==> src/rtl/core/dja_pkg.sv <==
// Package for the dijet asymmetry selector: register indexes, class codes,
// back-end states and the event record passed from the front to the back. No dependencies.
`default_nettype none
package dja_pkg;
    localparam int CFG_IDX_W = 3;
    typedef enum logic [CFG_IDX_W-1:0] {
        REG_PT_FLOOR  = 3'd0,
        REG_LEAD_MIN  = 3'd1,
        REG_SUB_MIN   = 3'd2,
        REG_DPHI_MIN  = 3'd3,
        REG_CENT_EDGE = 3'd4,
        REG_MID_EDGE  = 3'd5,
        REG_PERI_EDGE = 3'd6
    } t_cfg_idx;

    typedef enum logic [1:0] {
        CLS_NONE = 2'd0,
        CLS_CENT = 2'd1,
        CLS_MID  = 2'd2,
        CLS_PERI = 2'd3
    } t_class;

    typedef enum logic [1:0] {
        BK_IDLE = 2'd0,
        BK_DIV  = 2'd1,
        BK_OUT  = 2'd2
    } t_bk_state;

    typedef struct packed {
        logic [1:0] truth_class;
        logic [1:0] reco_class;
    } t_ev_cls;
endpackage
`default_nettype wire

==> src/rtl/core/dijet_asymmetry_selector.sv <==
// Top level of the dijet asymmetry selector: config registers, front,
// queue and back. Uses dja_pkg, dja_front, dja_queue, dja_back.
//
//  channel | signals                          | direction
//  jet     | i_valid / o_ready + jet fields   | in
//  cfg     | i_cfg_valid / o_cfg_ready        | in
//  result  | o_valid / i_ready + result fields| out
//
// One jet a cycle at the front. Each event then runs through four divisions
// in the back on the shared one-bit-a-cycle divider, and the back takes no
// new event until its result has been taken; a two-entry queue
// lets the front run on meanwhile. Reset is synchronous and active low.
// The front stalls a last jet only when the queue is full.
`default_nettype none
module dijet_asymmetry_selector #(
    parameter int PT_WIDTH        = 16,
    parameter int PHI_WIDTH       = 16,
    parameter int RATIO_FRAC_BITS = 14
) (
    input  wire                         i_clk,
    input  wire                         i_rst_n,
    input  wire                         i_valid,
    output logic                        o_ready,
    input  wire        [PT_WIDTH-1:0]   i_truth_pt,
    input  wire signed [PHI_WIDTH-1:0]  i_truth_phi,
    input  wire        [PT_WIDTH-1:0]   i_reco_pt,
    input  wire signed [PHI_WIDTH-1:0]  i_reco_phi,
    input  wire        [6:0]            i_truth_centrality,
    input  wire        [6:0]            i_reco_centrality,
    input  wire                         i_last_jet,
    input  wire                         i_cfg_valid,
    output logic                        o_cfg_ready,
    input  wire        [dja_pkg::CFG_IDX_W-1:0] i_cfg_index,
    input  wire        [15:0]           i_cfg_data,
    output logic                        o_valid,
    input  wire                         i_ready,
    output logic signed [15:0]          o_aj_truth,
    output logic signed [15:0]          o_aj_reco,
    output logic       [15:0]           o_xj_truth,
    output logic       [15:0]           o_xj_reco,
    output logic                        o_pair_selected,
    output logic       [1:0]            o_truth_class,
    output logic       [1:0]            o_reco_class,
    output logic                        o_reco_negative
);
    import dja_pkg::*;

    localparam int EW = 4*PT_WIDTH + 4*PHI_WIDTH;

    logic [15:0] r_floor, r_lmin, r_smin;
    logic [14:0] r_dphi;
    logic [6:0] r_ce, r_me, r_pe;
    logic ev_valid, ev_ready, q_valid, q_ready;
    logic [EW-1:0] ev_data;
    t_ev_cls ev_cls;
    logic [EW+3:0] q_data;

    assign o_cfg_ready = 1'b1;

    always_ff @(posedge i_clk) begin
        if (!i_rst_n) begin
            r_floor <= 16'd80; r_lmin <= 16'd160; r_smin <= 16'd80; r_dphi <= 15'd6431;
            r_ce <= 7'd20; r_me <= 7'd50; r_pe <= 7'd100;
        end else if (i_cfg_valid) begin
            case (i_cfg_index)
                REG_PT_FLOOR:  r_floor <= i_cfg_data;
                REG_LEAD_MIN:  r_lmin <= i_cfg_data;
                REG_SUB_MIN:   r_smin <= i_cfg_data;
                REG_DPHI_MIN:  r_dphi <= i_cfg_data[14:0];
                REG_CENT_EDGE: r_ce <= i_cfg_data[6:0];
                REG_MID_EDGE:  r_me <= i_cfg_data[6:0];
                REG_PERI_EDGE: r_pe <= i_cfg_data[6:0];
                default: ;
            endcase
        end
    end

    dja_front #(.PT_W(PT_WIDTH), .PHI_W(PHI_WIDTH)) u_front (
        .i_clk, .i_rst_n, .i_valid, .o_ready,
        .i_truth_pt, .i_truth_phi, .i_reco_pt, .i_reco_phi,
        .i_truth_centrality, .i_reco_centrality, .i_last_jet,
        .i_pt_floor(r_floor), .i_cent_edge(r_ce), .i_mid_edge(r_me), .i_peri_edge(r_pe),
        .o_ev_valid(ev_valid), .i_ev_ready(ev_ready), .o_ev_data(ev_data), .o_ev_cls(ev_cls)
    );

    dja_queue #(.W(EW+4)) u_queue (
        .i_clk, .i_rst_n, .i_valid(ev_valid), .o_ready(ev_ready),
        .i_data({ev_data, ev_cls}), .o_valid(q_valid), .i_ready(q_ready), .o_data(q_data)
    );

    dja_back #(.PT_W(PT_WIDTH), .PHI_W(PHI_WIDTH), .FRAC(RATIO_FRAC_BITS)) u_back (
        .i_clk, .i_rst_n, .i_valid(q_valid), .o_ready(q_ready), .i_data(q_data),
        .i_lead_min(r_lmin), .i_sub_min(r_smin), .i_dphi_min(r_dphi),
        .o_valid, .i_ready, .o_aj_truth, .o_aj_reco, .o_xj_truth, .o_xj_reco,
        .o_pair_selected, .o_truth_class, .o_reco_class, .o_reco_negative
    );
endmodule
`default_nettype wire

==> src/rtl/core/dja_front.sv <==
// Front end: skips jets under the floor, keeps the top two by truth pt and
// hands a finished event to the queue on the last jet. Uses dja_pkg.
`default_nettype none
module dja_front #(
    parameter int PT_W  = 16,
    parameter int PHI_W = 16
) (
    input  wire                     i_clk,
    input  wire                     i_rst_n,
    input  wire                     i_valid,
    output logic                    o_ready,
    input  wire        [PT_W-1:0]   i_truth_pt,
    input  wire signed [PHI_W-1:0]  i_truth_phi,
    input  wire        [PT_W-1:0]   i_reco_pt,
    input  wire signed [PHI_W-1:0]  i_reco_phi,
    input  wire        [6:0]        i_truth_centrality,
    input  wire        [6:0]        i_reco_centrality,
    input  wire                     i_last_jet,
    input  wire        [15:0]       i_pt_floor,
    input  wire        [6:0]        i_cent_edge,
    input  wire        [6:0]        i_mid_edge,
    input  wire        [6:0]        i_peri_edge,
    output logic                    o_ev_valid,
    input  wire                     i_ev_ready,
    output logic       [4*PT_W+4*PHI_W-1:0] o_ev_data,
    output dja_pkg::t_ev_cls        o_ev_cls
);
    import dja_pkg::*;

    logic [PT_W-1:0] r_lt_pt, r_st_pt, r_lr_pt, r_sr_pt;
    logic signed [PHI_W-1:0] r_lt_ph, r_st_ph, r_lr_ph, r_sr_ph;
    logic [PT_W-1:0] n_lt_pt, n_st_pt, n_lr_pt, n_sr_pt;
    logic signed [PHI_W-1:0] n_lt_ph, n_st_ph, n_lr_ph, n_sr_ph;
    logic keep, take;

    function automatic logic [1:0] class_of(input logic [6:0] c, input logic [6:0] ce,
                                            input logic [6:0] me, input logic [6:0] pe);
        if (c != 7'd0 && c <= ce) return CLS_CENT;
        if (c > ce && c <= me) return CLS_MID;
        if (c > me && c <= pe) return CLS_PERI;
        return CLS_NONE;
    endfunction

    // stall only when an event must go out and the queue is full
    assign o_ready = !i_last_jet || i_ev_ready;
    assign take = i_valid && o_ready;
    assign keep = {{(32-PT_W){1'b0}}, i_truth_pt} >= {16'd0, i_pt_floor};

    always_comb begin
        n_lt_pt = r_lt_pt; n_st_pt = r_st_pt; n_lr_pt = r_lr_pt; n_sr_pt = r_sr_pt;
        n_lt_ph = r_lt_ph; n_st_ph = r_st_ph; n_lr_ph = r_lr_ph; n_sr_ph = r_sr_ph;
        if (keep) begin
            if (i_truth_pt > r_lt_pt) begin
                n_st_pt = r_lt_pt; n_st_ph = r_lt_ph;
                n_sr_pt = r_lr_pt; n_sr_ph = r_lr_ph;
                n_lt_pt = i_truth_pt; n_lt_ph = i_truth_phi;
                n_lr_pt = i_reco_pt;  n_lr_ph = i_reco_phi;
            end else if (i_truth_pt > r_st_pt) begin
                n_st_pt = i_truth_pt; n_st_ph = i_truth_phi;
                n_sr_pt = i_reco_pt;  n_sr_ph = i_reco_phi;
            end
        end
    end

    assign o_ev_valid = i_valid && i_last_jet;
    assign o_ev_data = {n_lt_pt, n_st_pt, n_lr_pt, n_sr_pt,
                        n_lt_ph, n_st_ph, n_lr_ph, n_sr_ph};
    assign o_ev_cls.truth_class = class_of(i_truth_centrality, i_cent_edge, i_mid_edge,
                                           i_peri_edge);
    assign o_ev_cls.reco_class = class_of(i_reco_centrality, i_cent_edge, i_mid_edge,
                                          i_peri_edge);

    always_ff @(posedge i_clk) begin
        if (!i_rst_n || (take && i_last_jet)) begin
            r_lt_pt <= '0; r_st_pt <= '0; r_lr_pt <= '0; r_sr_pt <= '0;
            r_lt_ph <= '0; r_st_ph <= '0; r_lr_ph <= '0; r_sr_ph <= '0;
        end else if (take) begin
            r_lt_pt <= n_lt_pt; r_st_pt <= n_st_pt; r_lr_pt <= n_lr_pt; r_sr_pt <= n_sr_pt;
            r_lt_ph <= n_lt_ph; r_st_ph <= n_st_ph; r_lr_ph <= n_lr_ph; r_sr_ph <= n_sr_ph;
        end
    end
endmodule
`default_nettype wire

==> src/rtl/core/dja_queue.sv <==
// Two-entry queue of event records between front and back. No dependencies.
`default_nettype none
module dja_queue #(
    parameter int W = 8
) (
    input  wire          i_clk,
    input  wire          i_rst_n,
    input  wire          i_valid,
    output logic         o_ready,
    input  wire  [W-1:0] i_data,
    output logic         o_valid,
    input  wire          i_ready,
    output logic [W-1:0] o_data
);
    logic [W-1:0] r_mem [2];
    logic r_wp, r_rp;
    logic [1:0] r_cnt;
    logic wr, rd;

    assign o_ready = r_cnt != 2'd2;
    assign o_valid = r_cnt != 2'd0;
    assign o_data  = r_mem[r_rp];
    assign wr = i_valid && o_ready;
    assign rd = o_valid && i_ready;

    always_ff @(posedge i_clk) begin
        if (wr) r_mem[r_wp] <= i_data;
        if (!i_rst_n) begin
            r_wp <= 1'b0; r_rp <= 1'b0; r_cnt <= 2'd0;
        end else begin
            if (wr) r_wp <= !r_wp;
            if (rd) r_rp <= !r_rp;
            r_cnt <= r_cnt + {1'b0, wr} - {1'b0, rd};
        end
    end
endmodule
`default_nettype wire

==> src/rtl/core/dja_back.sv <==
// Back end: cuts, then four ratios through one shared restoring divider,
// one quotient bit a cycle. Uses dja_pkg.
`default_nettype none
module dja_back #(
    parameter int PT_W  = 16,
    parameter int PHI_W = 16,
    parameter int FRAC  = 14
) (
    input  wire                 i_clk,
    input  wire                 i_rst_n,
    input  wire                 i_valid,
    output logic                o_ready,
    input  wire  [4*PT_W+4*PHI_W+3:0] i_data,
    input  wire  [15:0]         i_lead_min,
    input  wire  [15:0]         i_sub_min,
    input  wire  [14:0]         i_dphi_min,
    output logic                o_valid,
    input  wire                 i_ready,
    output logic signed [15:0]  o_aj_truth,
    output logic signed [15:0]  o_aj_reco,
    output logic [15:0]         o_xj_truth,
    output logic [15:0]         o_xj_reco,
    output logic                o_pair_selected,
    output logic [1:0]          o_truth_class,
    output logic [1:0]          o_reco_class,
    output logic                o_reco_negative
);
    import dja_pkg::*;

    localparam int DW = PT_W + 1;          // denominator width (sum)
    localparam int NW = DW + FRAC;         // dividend width
    localparam int CW = $clog2(NW + 1);

    t_bk_state r_st, n_st;
    logic [PT_W-1:0] lt, st_, lr, sr;
    logic signed [PHI_W-1:0] ltp, stp, lrp, srp;
    t_ev_cls cls;
    logic [PT_W-1:0] r_lt, r_st_pt, r_lr, r_sr;
    logic r_sel;
    t_ev_cls r_cls;
    logic [1:0] r_op;
    logic [CW-1:0] r_cnt;
    logic [NW-1:0] r_num, r_q;
    logic [DW-1:0] r_den, r_rem;
    logic [DW:0] trial;
    logic [DW-1:0] num_mag, den;
    logic neg;
    logic [15:0] r_aj_t, r_aj_r, r_xj_t, r_xj_r;
    logic [PHI_W:0] dt, dr;
    logic sel;
    logic r_out_ok;

    assign {lt, st_, lr, sr, ltp, stp, lrp, srp, cls} = i_data;

    function automatic logic [PHI_W:0] adiff(input logic signed [PHI_W-1:0] a,
                                             input logic signed [PHI_W-1:0] b);
        logic signed [PHI_W:0] d;
        d = {a[PHI_W-1], a} - {b[PHI_W-1], b};
        return d[PHI_W] ? -d : d;
    endfunction

    assign dt = adiff(ltp, stp);
    assign dr = adiff(lrp, srp);
    assign sel = {{(33-PT_W){1'b0}}, lt} > {17'd0, i_lead_min}
              && {{(33-PT_W){1'b0}}, st_} > {17'd0, i_sub_min}
              && {{(32-PHI_W){1'b0}}, dt} > {18'd0, i_dphi_min}
              && {{(33-PT_W){1'b0}}, lr} > {17'd0, i_lead_min}
              && {{(33-PT_W){1'b0}}, sr} > {17'd0, i_sub_min}
              && {{(32-PHI_W){1'b0}}, dr} > {18'd0, i_dphi_min};

    // operand select: 0 aj truth, 1 aj reco, 2 xj truth, 3 xj reco
    always_comb begin
        num_mag = '0; den = '0; neg = 1'b0;
        case (r_op)
            2'd0: begin
                neg = r_st_pt > r_lt;
                num_mag = neg ? {1'b0, r_st_pt - r_lt} : {1'b0, r_lt - r_st_pt};
                den = {1'b0, r_lt} + {1'b0, r_st_pt};
            end
            2'd1: begin
                neg = r_sr > r_lr;
                num_mag = neg ? {1'b0, r_sr - r_lr} : {1'b0, r_lr - r_sr};
                den = {1'b0, r_lr} + {1'b0, r_sr};
            end
            2'd2: begin num_mag = {1'b0, r_st_pt}; den = {1'b0, r_lt}; end
            default: begin num_mag = {1'b0, r_sr}; den = {1'b0, r_lr}; end
        endcase
    end

    assign trial = {r_rem, r_num[NW-1]} - {1'b0, r_den};

    assign o_ready = r_st == BK_IDLE;
    assign o_valid = r_st == BK_OUT && r_out_ok;

    always_comb begin
        n_st = r_st;
        case (r_st)
            BK_IDLE: if (i_valid) n_st = BK_DIV;
            BK_DIV:  if (r_cnt == CW'(NW) && r_op == 2'd3) n_st = BK_OUT;
            BK_OUT:  if (i_ready && r_out_ok) n_st = BK_IDLE;
            default: n_st = BK_IDLE;
        endcase
    end

    always_ff @(posedge i_clk) begin
        if (!i_rst_n) r_st <= BK_IDLE;
        else r_st <= n_st;
    end

    always_ff @(posedge i_clk) begin
        if (!i_rst_n) begin
            r_op <= 2'd0; r_cnt <= '0;
        end else if (r_st == BK_IDLE && i_valid) begin
            r_lt <= lt; r_st_pt <= st_; r_lr <= lr; r_sr <= sr;
            r_sel <= sel; r_cls <= cls;
            r_op <= 2'd0; r_cnt <= '0;
        end else if (r_st == BK_DIV) begin
            if (r_cnt == '0) begin
                // load: dividend is magnitude shifted up by the fraction bits
                r_num <= {num_mag, {FRAC{1'b0}}};
                r_den <= den; r_rem <= '0; r_q <= '0;
                r_cnt <= r_cnt + 1'b1;
            end else if (r_cnt < CW'(NW)) begin
                r_cnt <= r_cnt + 1'b1;
                r_num <= {r_num[NW-2:0], 1'b0};
                if (!trial[DW]) begin
                    r_rem <= trial[DW-1:0]; r_q <= {r_q[NW-2:0], 1'b1};
                end else begin
                    r_rem <= {r_rem[DW-2:0], r_num[NW-1]}; r_q <= {r_q[NW-2:0], 1'b0};
                end
            end else begin
                // last bit, then store the result and move on
                logic [NW-1:0] q;
                q = {r_q[NW-2:0], !trial[DW]};
                r_q <= q;
                r_cnt <= '0;
                r_op <= r_op + 2'd1;
            end
        end
    end

    // the store sees the completed quotient in the cycle after the last bit
    logic r_done;
    logic [1:0] r_done_op;
    logic r_done_neg;
    always_ff @(posedge i_clk) begin
        if (!i_rst_n) r_done <= 1'b0;
        else r_done <= r_st == BK_DIV && r_cnt == CW'(NW);
        r_done_op <= r_op;
        r_done_neg <= neg;
    end

    logic [15:0] dres;
    always_comb begin
        dres = '0;
        if (r_den == '0) dres = '0;
        else if (r_done_op[1]) dres = (r_q > NW'(16'hFFFF)) ? 16'hFFFF : r_q[15:0];
        else if (r_done_neg) dres = (r_q > NW'(32768)) ? 16'h8000 : 16'(-r_q[15:0]);
        else dres = (r_q > NW'(32767)) ? 16'h7FFF : r_q[15:0];
    end

    always_ff @(posedge i_clk) begin
        if (r_done) begin
            case (r_done_op)
                2'd0: r_aj_t <= dres;
                2'd1: r_aj_r <= dres;
                2'd2: r_xj_t <= dres;
                default: r_xj_r <= dres;
            endcase
        end
    end

    // hold the output until the last store has landed
    always_ff @(posedge i_clk) begin
        if (!i_rst_n) r_out_ok <= 1'b0;
        else r_out_ok <= r_st == BK_OUT;
    end

    assign o_aj_truth = r_aj_t;
    assign o_aj_reco = r_aj_r;
    assign o_xj_truth = r_xj_t;
    assign o_xj_reco = r_xj_r;
    assign o_pair_selected = r_sel;
    assign o_truth_class = r_cls.truth_class;
    assign o_reco_class = r_cls.reco_class;
    assign o_reco_negative = r_sel && r_aj_r[15];
endmodule
`default_nettype wire
==> config.mk <==
export PLATFORM = sky130hd
export DESIGN_NAME = dijet_asymmetry_selector
export DESIGN_NICKNAME = d
export VERILOG_FILES = /design/src/rtl/core/dja_pkg.sv /design/src/rtl/core/dijet_asymmetry_selector.sv /design/src/rtl/core/dja_front.sv /design/src/rtl/core/dja_queue.sv /design/src/rtl/core/dja_back.sv
export SDC_FILE = /design/constraint.sdc
export NUM_CORES = 2
export LEC_CHECK = 0
export BUFFER_PORTS_ARGS = -buffer_cell sky130_fd_sc_hd__buf_2
export CORE_MARGIN = 2
export CORE_UTILIZATION = 50
export DETAILED_ROUTE_END_ITERATION = 7
export PLACE_DENSITY = 0.79
export REMOVE_ABC_BUFFERS = 1
export SKIP_CTS_REPAIR_TIMING = 1
export SYNTH_ARGS = -nofsm -noshare
export SYNTH_HDL_FRONTEND = slang
export SYNTH_HIERARCHICAL = 1
export SYNTH_SLANG_ARGS = --single-unit
==> constraint.sdc <==
create_clock -name i_clk -period 11.45 [get_ports i_clk]
set_input_delay 1.145 -clock i_clk [delete_from_list [all_inputs] [get_ports i_clk]]
set_output_delay 1.145 -clock i_clk [all_outputs]
set_load 0.005 [all_outputs]
### Word level (Yosys, flattened, before mapping)

Memories as Yosys holds them, arrays and structs flattened. A register that Yosys moved wholly into a read port is not among the register bits.
Index checks and enable logic that the tools add are counted.
W data, S select, Z words.

* bits of input ports: 103
* word-level logic and storage cells: 236
* memories: 1
* flip-flop bits (word level): 458
* memory bits (writable): 264

Memories
* u_queue.r_mem: depth 2, bits a word 132, rd ports 1, clocked after Yosys merged registers in 1, write ports 1, RTL line dja_queue.sv:15 `logic [W-1:0] r_mem [2];`

* equality and inequality tests: 18
* magnitude comparators: 25
* reduce and logical (&&, ||, !) cells: 57
* mux-type cells: 73
* bitwise gates (word level): 5
* $add $sub $neg: 16

Operators with widths (number)
* $mux W16: 28
* $gt A16 B16 Y1: 8
* $pmux W17 S3: 2
* $mux W17: 4
* $sub A16 B16 Y16: 4
* $gt A31 B16 Y1 const B: 2
* $mux W31: 2
* $le A7 B7 Y1: 6
* $add A16 B16 Y17: 2
* $gt A17 B15 Y1: 2
* $neg A17 Y17: 2
* $sub A16 B16 Y17: 2
* $gt A31 B15 Y1 const B: 1
* $mux W2: 15
* $gt A7 B7 Y1: 4
* $reduce_and A2 Y1: 12
* $logic_and A1 B1 Y1: 21
* $mux W1: 18
* $sub A18 B17 Y18: 1
* $logic_not A17 Y1: 1
* $ge A16 B16 Y1: 1
* $neg A16 Y16: 1
* $reduce_bool A7 Y1: 2
* $mux W5: 2
* other kinds (26): 51

### Depth between registers and ports, before layout

* depth in word-level cells: 9
* mapped depth: 28

### Modules after synthesis

The synthesis kept the hierarchy.

Modules (own cells, without submodules)
* dja_back: area an instance 18680.4 um^2, instances 1, cells an instance 1972
* dja_queue: area an instance 10089.7 um^2, instances 1, cells an instance 435
* dja_front: area an instance 9265.1 um^2, instances 1, cells an instance 1121
* dijet_asymmetry_selector: area an instance 3245.6 um^2, instances 1, cells an instance 313

### Worst setup path after synthesis

OpenSTA, ideal clock, no wires.

* path type: input port to flip-flop
* start: input port i_valid
* end: memory u_queue/r_mem[0][0] (netlist bit) (enable)
* stages on the path: 3
* path buffers: 0
* arrival time: 6875 ps
* library setup time: 625 ps
* path slack: 3951 ps
* cell sequence: and2_1 -> nand2_1 -> nor2_1

* longest elaborated chain between the ends: 4

RTL lines
* from (decl): RTL line dijet_asymmetry_selector.sv:22 `input wire i_valid,`
* $logic_and A1 B1 Y1: RTL line dja_front.sv:65 `assign o_ev_valid = i_valid && i_last_jet;`
* $logic_and A1 B1 Y1: RTL line dja_queue.sv:23 `assign wr = i_valid && o_ready;`
* $mux W1: RTL line dja_queue.sv:27 `if (wr) r_mem[r_wp] <= i_data;`
* $mux W1 (implied by the code): RTL line dja_queue.sv:27
* to (decl): RTL line dja_queue.sv:15

No other way between the ends.

==> reports/metrics.csv <==
stage,metric,value,unit
outcome,run_status,finished clean,
worst_setup_path,worstPathArrival,6.69,ns
cells_and_area,final_core_util,55.4,%
cts,cts_tree,built,
floorplanning,io_pins,176,
worst_setup_path,worst_setup_path_start_kind,flip-flop,
sta,final_max_slew_viol_count,0,
cells_and_area,drive_above_1_share,15.1,%
floorplanning,die_x,291,µm
logic_synthesis,synth_async_sr_flop_share,0,%
logic_synthesis,synth_seq_cells,710,
global_route,grt_antenna_before_repair,20,
drt,vias,30258,
floorplanning,die_h,291,µm
sta,holdWs,0.413,ns
global_route,grt_overflow_total,0,
cts,cts.path.max_buffers,3,
sta,timing.final.crit_share,55.1,%
power,p_leak,18.3,nW
cts,clkTransAtPathRegs,0.06,ns
sta,hold_violations,0,
logic_synthesis,ys.flop_type,edfxtp_1,
worst_setup_path,path_cells,buf_12 -> mux2_2 -> ha_1 -> fa_1 -> nand2b_1 -> a21oi_1 -> o211ai_1 -> a21boi_0 -> o21ai_0 -> a21oi_1 -> o21ai_0 -> a31oi_1 -> buf_4 -> nor2_1 -> xor2_1 -> ha_1 -> a21oi_1 -> nor2b_1 -> o21ai_0 -> o21ai_0 -> a2111oi_0 -> a221oi_1 -> o311a_1,
floorplanning,coreArea,81800,µm²
worst_setup_path,crit_family,compound AO/OA/AOI/OAI gates,
cts,htreeDepth,3,
cells_and_area,area_growth,9.77,%
global_route,grt_pass1_vias,29645,
logic_synthesis,synth_edf_count,479,
cells_and_area,layout.nets,4382,
worst_setup_path,critPathRequiredTime,11.82,ns
cts,cts_buffers,75,
worst_setup_path,critPathKind,flip-flop to flip-flop,
worst_setup_path,endpoint_kind,flip-flop,
worst_setup_path,r2r_setup_slack,5.14,ns
placed_design,dpl.hpwl,72500,µm
sta,fmax,0.158,GHz
min_path,whs_path_depth,0,
global_route,grt_max_degree,90,
global_route,grt_first_pass_wirelength,163000,µm
cells_and_area,final_cells,5066,
min_path,hold_end,u_back/r_done_op[0]$_DFF_P_,
worst_setup_path,crit_fanout,89,
worst_setup_path,ff2ff_path_depth,23,
logic_synthesis,syn_area,41300,µm²
sta,worst_pin_slew,1.14,ns
placed_design,placedCellCount,4922,
placed_design,placed_cell_area,42900,µm²
drt,drt-wirelength-per-cell,20.7,µm
logic_synthesis,yosysWarnings,6,
drt,ant_nets,0,
cells_and_area,finalInstanceArea,45300,µm²
power,p_per_area,218,nW/µm²
logic_synthesis,yosysSeqAreaShare,46.0,%
sta,period_needed,6.31,ns
sta,slew-limit-headroom,23.9,%
power,worst_ir_drop_vdd,0.179,mV
logic_synthesis,synth_cell_types,102,
worst_setup_path,reg2reg_to,u_back/o_pair_selected$_DFFE_PP_,
drt,viasPerCell,5.97,
worst_setup_path,crit_path_frequent_cell,o21ai_0,
drt,first_pass_iters,6,
cts,cts.sinks,710,
global_route,grtUsageTotal,24.0,%
logic_synthesis,yosys.area.top_type_share,34.8,%
drt,drc,0,
worst_setup_path,slowest_delay,0.75,ns
drt,drtIter0Drc,2636,
logic_synthesis,synth_area_leaders,"edfxtp_1, dfxtp_1, ha_1",
drt,wirelength,105000,µm
placed_design,finalWeightedCongestion,0.927,
logic_synthesis,synth.avg_cell_area,10.7,µm²
cells_and_area,final_cell_mix,"edfxtp_1, inv_1, ha_1",
floorplanning,die_area,84900,µm²
floorplanning,rows,105,
logic_synthesis,syn_inst,3841,
sta,setup_tns,0,ns
floorplanning,start_util,50.4,%
min_path,hold_class,flip-flop to flip-flop,
logic_synthesis,yosysTopAreaCell,edfxtp_1,
sta,grt_setup_unrepaired,no,
worst_setup_path,path_buf_inv,2,
sta,final-setup-viol-count,0,
worst_setup_path,crit_slowest_cell,dfxtp_4,
sta,skew,0.0235,ns
cts,cts_root_buf,clkbuf_16,
flow_run,drv_cap,0,
min_path,worstHoldStart,u_back/r_op[0]$_SDFFE_PN0P_,
cells_and_area,final_common_cell,edfxtp_1,
placed_design,portBuffers,174,
cts,clk_latency,0.63,ns
## per-layer routing
metal	up-vias	GRT usage (%)	part of all wire [%]
met1	14578	30.0	41
met3	259	4.15	6.8
met5	-	0	0.12
li1	14288	-	-
met2	1113	41.5	49
met4	20	9.53	3.8
## cells in the mapped netlist (all sizes together), types with 80 or more instances
cell type  number
nand2         182
o21ai         195
a21oi         337
edfxtp        479
nand3         107
dfxtp         231
clkbuf        101
nor2          124
a31oi          80
buf            97
mux2          191
mux2i         140
inv           360
xnor2          93
ha            341
## logic make-up (layout without fill, tap and decap cells)
family / count (synthesis) / after routing / synth area share, %
fa+ha+maj: 350 / 350 / 10.8
mux: 331 / 331 / 9.33
buf+inv: 559 / 707 / 5.66
flops: 710 / 710 / 46.0
simple gates: 757 / 757 / 9.47
xor+xnor: 127 / 127 / 2.69
other cells: 1 / 8 / 0.00908
compound gates: 1006 / 1006 / 16.0
## area by class of cell
class                           count  area (µm²)
Antenna cell                        7        17.5
Clock buffer                       97        2030
Tap cell                         1070        1340
Timing Repair Buffer              209        1150
Clock inverter                     40         390
Multi-Input combinational cell   2572       20000
Fill cell                        6808       36500
Inverter                          361        1360
Sequential cell                   710       19000
## where the power goes
group,leakage [nW],switching (mW),total [mW],internal [mW]
Clock,1.18,1.02,2.40,1.38
Combinational,10.9,2.36,4.11,1.74
Sequential,6.30,0.194,3.36,3.16
## worst max-delay path by stage
stage | end | depth (start not counted)
detailed placement | u_back/o_pair_selected$_DFFE_PP_ | 23
global route | u_back/o_pair_selected$_DFFE_PP_ | 23
finish | u_back/o_pair_selected$_DFFE_PP_ | 23
CTS | u_back/o_pair_selected$_DFFE_PP_ | 23
global placement | u_back/o_pair_selected$_DFFE_PP_ | 23
floorplan | u_queue/r_mem[0][100]$_DFFE_PP_ | 8
## stage by stage
stage	power (mW)	setup WS, ns
after global routing	10.4	4.59
after global placement	7.33	5.37
final	9.87	5.14
after CTS	9.85	5.27
after detailed placement	7.44	5.30
after floorplan	6.51	1.80
## sequential cells by signal, indices dropped and copies added (netlist names), 17 cells and up, named ones only
register       count
u_queue/r_mem    264
u_back/r_num      17
u_back/r_den      17
u_back/r_rem      17
u_back/r_q        31
No activity file was read; power rests on OpenSTA's default activity.
